$ cat src/lzfu_pkg.sv
// Shared types, constants and the RTF prefix table of the LZFu decompressor.
package lzfu_pkg;

	localparam int DICT_AW    = 12;
	localparam int PREFIX_LEN = 207;

	typedef logic [DICT_AW-1:0] addr_t;

	localparam addr_t WP_START = addr_t'(PREFIX_LEN);

	localparam logic [8*PREFIX_LEN-1:0] RTF_PREFIX = {
		"{\\rtf1\\ansi\\mac\\deff0\\deftab720{\\fonttbl;}",
		"{\\f0\\fnil \\froman \\fswiss \\fmodern \\fscript \\fdecor ",
		"MS Sans SerifSymbolArialTimes New RomanCourier",
		"{\\colortbl\\red0\\green0\\blue0",
		"\015\012\\par \\pard\\plain\\f0\\fs20\\b\\i\\u\\tab\\tx"
	};

	typedef struct packed {
		logic restart;
		logic load_flag;
		logic use_bit;
		logic hold_high;
		logic take_literal;
		logic start_copy;
		logic issue;
	} cmd_t;

	typedef struct packed {
		logic bits_empty;
		logic ctrl_bit0;
		logic end_hit;
		logic copy_last;
		logic s1_busy;
		logic adv;
	} stat_t;

	function automatic logic [7:0] prefix_byte(input addr_t a);
		logic [7:0] b;
		b = 8'h00;
		if (a < addr_t'(PREFIX_LEN)) begin
			b = RTF_PREFIX[8*(PREFIX_LEN-1-int'(a)) +: 8];
		end
		return b;
	endfunction

endpackage

$ cat src/lzfu_ctrl.sv
// Controller: parses flag, literal and token bytes and sequences dictionary copies.
module lzfu_ctrl (
	input  logic           clk,
	input  logic           arst_n,
	input  logic           valid,
	input  logic           stream_start,
	output logic           ready,
	input  lzfu_pkg::stat_t stat,
	output lzfu_pkg::cmd_t  cmd
);

	typedef enum logic {
		ST_IDLE,
		ST_COPY
	} state_t;

	state_t state_q;
	logic   pending_q;
	logic   finished_q;
	logic   acc;
	logic   eff_fin;
	logic   eff_pending;
	logic   eff_empty;
	logic   parse;

	assign ready       = (state_q == ST_IDLE) && !stat.s1_busy && stat.adv;
	assign acc         = valid && ready;
	assign eff_fin     = finished_q && !stream_start;
	assign eff_pending = pending_q && !stream_start;
	assign eff_empty   = stat.bits_empty || stream_start;
	assign parse       = acc && !eff_fin;

	always_comb begin
		cmd              = '0;
		cmd.restart      = acc && stream_start;
		cmd.load_flag    = parse && eff_empty;
		cmd.use_bit      = parse && !eff_empty && (eff_pending || !stat.ctrl_bit0);
		cmd.hold_high    = parse && !eff_empty && !eff_pending && stat.ctrl_bit0;
		cmd.take_literal = parse && !eff_empty && !eff_pending && !stat.ctrl_bit0;
		cmd.start_copy   = parse && !eff_empty && eff_pending && !stat.end_hit;
		cmd.issue        = (state_q == ST_COPY) && stat.adv;
	end

	always_ff @(posedge clk or negedge arst_n) begin
		if (!arst_n) begin
			state_q    <= ST_IDLE;
			pending_q  <= 1'b0;
			finished_q <= 1'b0;
		end else begin
			if (cmd.restart) begin
				pending_q  <= 1'b0;
				finished_q <= 1'b0;
			end
			if (cmd.hold_high) begin
				pending_q <= 1'b1;
			end
			if (parse && !eff_empty && eff_pending) begin
				pending_q <= 1'b0;
				if (stat.end_hit) begin
					finished_q <= 1'b1;
				end
			end
			case (state_q)
				ST_IDLE: begin
					if (cmd.start_copy) begin
						state_q <= ST_COPY;
					end
				end
				ST_COPY: begin
					if (cmd.issue && stat.copy_last) begin
						state_q <= ST_IDLE;
					end
				end
				default: begin
					state_q <= ST_IDLE;
				end
			endcase
		end
	end

endmodule

$ cat config.mk
export PLATFORM = sky130hd
export DESIGN_NAME = lzfu_ctrl
export DESIGN_NICKNAME = d
export VERILOG_FILES = /design/src/lzfu_pkg.sv /design/src/lzfu_ctrl.sv
export SDC_FILE = /design/constraint.sdc
export NUM_CORES = 1
export LEC_CHECK = 0
export BUFFER_PORTS_ARGS = -buffer_cell sky130_fd_sc_hd__buf_2
export CAP_MARGIN = 0
export CORE_AREA = 2 2 39 41
export DETAILED_ROUTE_END_ITERATION = 16
export DIE_AREA = 0 0 41 43
export GPL_ROUTABILITY_DRIVEN = 0
export SLEW_MARGIN = 20
export SYNTH_ARGS = -nofsm -noshare
export SYNTH_HDL_FRONTEND = slang
export SYNTH_SLANG_ARGS = --single-unit
$ cat constraint.sdc
create_clock -name clk -period 1.1 [get_ports clk]
set_clock_uncertainty 0.05 [all_clocks]
set_input_delay 0.11 -clock clk [delete_from_list [all_inputs] [get_ports clk]]
set_output_delay 0.11 -clock clk [all_outputs]
set_load 0.02 [all_outputs]
## Word level (Yosys, flattened, before mapping)

Index checks and enable logic that the tools add are counted.
Widths: inputs -> output; s select.

| storage, ports and cells | value |
|---|---|
| flip-flop bits (word level) | 3 |
| latch bits | 0 |
| memory bits (writable) | 0 |
| ROM bits | 0 |
| input port bits | 10 |
| output and inout port bits | 8 |
| logic and storage cells | 40 |
| memories kept | 0 |

| operators by class | value |
|---|---|
| $add $sub $neg | 0 |
| multiply operators | 0 |
| divide/modulo/power cells | 0 |
| order comparisons | 0 |
| equal/unequal tests | 0 |
| shift-type cells | 0 |
| mux-type cells | 9 |
| bitwise operators | 1 |
| reduce and logical (&&, ||, !) cells | 27 |

Operator list:

| cell | count |
|---|---|
| $logic_and 1x1->1 | 17 |
| $mux 1 | 8 |
| $logic_not 1->1 | 7 |
| $reduce_bool 3->1 | 1 |
| $logic_or 1x1->1 | 2 |
| $pmux 1 s2 | 1 |
| $not 1->1 | 1 |

## Depth between registers and ports, before layout

| depth | value |
|---|---|
| depth after elaboration | 10 |
| gate-level depth with buffers | 3 |
| mapped depth without buffers | 3 |

## Worst setup path before layout

Ideal clock, no wire load.

| path | value |
|---|---|
| kind | reg-to-output |
| start point | register state_q |
| end point | output cmd[2] (netlist bit) |
| arrival time | 1.441 ns |
| slack | -0.501 ns |
| cell stages (with the launch flop) | 4 |
| path buffers | 0 |
| cell sequence | dfrtp_1 -> nor3b_2 -> nand2_2 -> nor3_1 |

RTL lines:

| what | line | RTL |
|---|---|---|
| from (decl) | lzfu_ctrl.sv:17 | `state_t state_q;` |
| from (signal assigned) | lzfu_ctrl.sv:46 | `state_q <= ST_IDLE;` |
| from (signal assigned) | lzfu_ctrl.sv:66 | `state_q <= ST_COPY;` |
| from (signal assigned) | lzfu_ctrl.sv:71 | `state_q <= ST_IDLE;` |
| to (decl) | lzfu_ctrl.sv:9 | `output lzfu_pkg::cmd_t cmd` |

==> impl_results.md <==
* Final setup viols at 11
* Placed inst area at 479 um2
* Leakage at roughly 0.32 nW
* Status: finished with violations
* Crit share post-route at 140%
* Total CTS buffers at 3
* Vias at 362
* Nets at 78
* Clock Sinks at 3
* DR DRC count at 0
* Gr usage total at 12.5%
* Layout Cells excl Fill at 83
* CP max stage cell: dfrtp_1
* Largest net degree at the start of global routing at 5
* Die H at 43 um
* Mux cell area share after synthesis at 0%
* Area contributors post-synth: dfrtp_1 30%, nor3b_2 9.9%, nor4b_4 9.4%
* Clock transition at path regs at 0.04 ns
* Vias in the first global route at roughly 400
* Peak supply drop at 853 uV
* Area growth, synth to finish at 167%
* Critical path launch point type: register
* Synth Area in Simple Gates at between 40% and 50%
* Maximum clock frequency at 651 MHz
* Synth unique cells at 17
* Cells after DPL at 71
* DP Worst Slack at -0.309 ns
* Drt pass-1 iters at 1
* # rows at 14
* Min-Delay Path Class: in -> async
* Flops & latches, synth at 3
* Via density at 4.36
* Ys Warns at 0
* Async SR Flop Fraction at 100%
* Register area share after synthesis at 29.6%
* Worst path cell trace: nor4b_4 -> nand2_2 -> nor3_4 -> buf_6
* Total Power at 1.00 mW
* Fillcell total at between 100 and 150
* CP max stage delay at about 0.40 ns
* Stages on the worst setup path at 4
* Post-synthesis compound-gate area fraction at 19.2%
* CP top delay family: simple AND/OR/NAND/NOR gates
* Worst-Skew Late Latency at 0.23 ns
* Max-slew violations at 0
* Worst setup EP type: output pin
* CTS tree: built
* TNS Setup at -3.24 ns
* Number of flops mapped to enable cells by yosys at 0
* Die X at 41 um
* Crit-path max FO at 3
* Reg area at 75.1 um2
* Grt total ovfl at 0
* Largest family of logic cells by synthesized area: simple AND/OR/NAND/NOR gates
* Most frequent cells after synthesis: 3 x a21oi_1, 3 x dfrtp_1, 3 x nor2_1
* Routed WL at ~960 um
* Proportion of layout cells with a drive suffix above 1 at 77.6%
* Drt wl/cell at around 12 um
* Signal arrival time at the worst endpoint at ~1.4 ns
* Final Util at 49.0%
* Die area at 1760 um2
* Placeable core area at 1380 um2
* Final Critical Period at 1.54 ns
* Max Cap Viol at 0
* Num ports at 18
* Adder-cell share of the synthesized area at 0%
* Post-DP HPWL at 654 um
* Synth Area in XOR/XNOR at 0%
* Syn Std Cell Area at 254 um2
* First-pass GRT wire length at 1490 um
* Max clock buf depth at 2
* Mapped Cells at 27
* Share of the synthesized area in the top cell type at 29.6%
* Final ANT Viol Nets at 0
* CP Buf/Inv Count at 1
* Failing checks: negative setup slack
* H-Tree Depth at 1
* Port Buffers at 17
* Final instance area at 678 um2
* DRT iter0 DRCs at 0
* Multi-input logic area at ~250 um2
* Antenna cells at 0
* Pwr/cell area at 1480 nW/um2
* Initial antenna violation count at 0
* Final Worst Setup Slack at -0.436 ns
* Initial Utilization at 18.4%
* Final Hold Fails at 0
* Reg2Reg Depth at 5
* RSZ-0062 raised after global routing: true
* Average size of a mapped cell at 9.41 um2
* Top_reg_cell synth: dfrtp_1
* Required time worst endpoint at ~0.94 ns
* Slew at the pin closest to its max-slew limit at between 0.3 and 0.4 ns
* Clk root buf: clkbuf_4
* Worst slew margin at 79.4%
* Syn_nets at 37
* WS Path Type: reg -> out
* Hold WS at 0.148 ns
* Yosys top cell by area: dfrtp_1
==> path summary, 6_finish.rpt <==
check	start	to	slack, ns
max	finished_q$_DFF_PN0_	cmd[2]	-0.44
min	arst_n	pending_q$_DFFE_PN0P_	0.15
max reg2reg	state_q$_DFF_PN0_	pending_q$_DFFE_PN0P_	-0.21
min reg2reg	pending_q$_DFFE_PN0P_	pending_q$_DFFE_PN0P_	0.58
max in group asynchronous	arst_n	finished_q$_DFF_PN0_	0.74
min in group clk	stream_start	pending_q$_DFFE_PN0P_	0.17
==> sequential cells by signal, summed over array words and instances, names as in the netlist <==
| name | flops |
|---|---|
| finished_q | 1 |
| pending_q | 1 |
| state_q | 1 |
==> layout by cell type, fill, tap and decap left out <==
cell type	count
a21oi_1	2
a21oi_2	1
a41oi_2	2
and2_4	2
and3_4	1
and4bb_1	1
buf_2	9
buf_4	12
buf_6	13
clkbuf_1	1
clkbuf_4	3
dfrtp_1	3
dlygate4sd3_1	2
inv_1	2
nand2_2	1
nand2_4	1
nor2_1	1
nor2_2	1
nor2_4	1
nor2b_1	1
nor3_4	1
nor3b_4	2
nor4b_4	1
nor4bb_2	1
o21a_1	1
o2bb2ai_1	1
==> worst reg2reg max path, stage by stage, from the launching register on <==
cell and delay (ns):
dfrtp_1 0.41, buf_6 0.13, and4bb_1 0.28, buf_6 0.11
a41oi_2 0.08, o2bb2ai_1 0.17
==> metal layers <==
layer,GRT usage (%),vias up,part of all wire [%]
met5,0,-,0
met4,9.33,0,0
met3,1.57,0,3.0
met2,21.3,7,61
met1,12.6,170,36
li1,-,185,-
==> power breakdown <==
part / internal [mW] / total (mW) / switching (mW)
sequential: 0.157 / 0.206 / 0.0490
clock: 0.136 / 0.192 / 0.0558
combinational: 0.362 / 0.606 / 0.243
==> cell type report <==
cell class / instances / share of cell area, %
multi-input cells: 22 / 36.5
repair buffers: 36 / 44.5
inverters: 2 / 1.11
flip-flops and latches: 3 / 11.1
clock buffers: 4 / 3.87
well taps: 16 / 2.95
==> cell families after synthesis <==
| logic type | after synthesis |
|---|---|
| DFF | 3 |
| buffers and inverters | 2 |
| AOI/OAI and AO/OA | 7 |
| and+or+nand+nor | 15 |
==> repair_timing <==
action	in CTS	in global routing
pin swaps	10	8
hold buffers	2	0
gates resized for setup	22	7
setup buffers	6	1
setup endpoints to repair	10	11
hold endpoints to repair	4	0
Note: power is estimated with default switching activity, not from simulation.
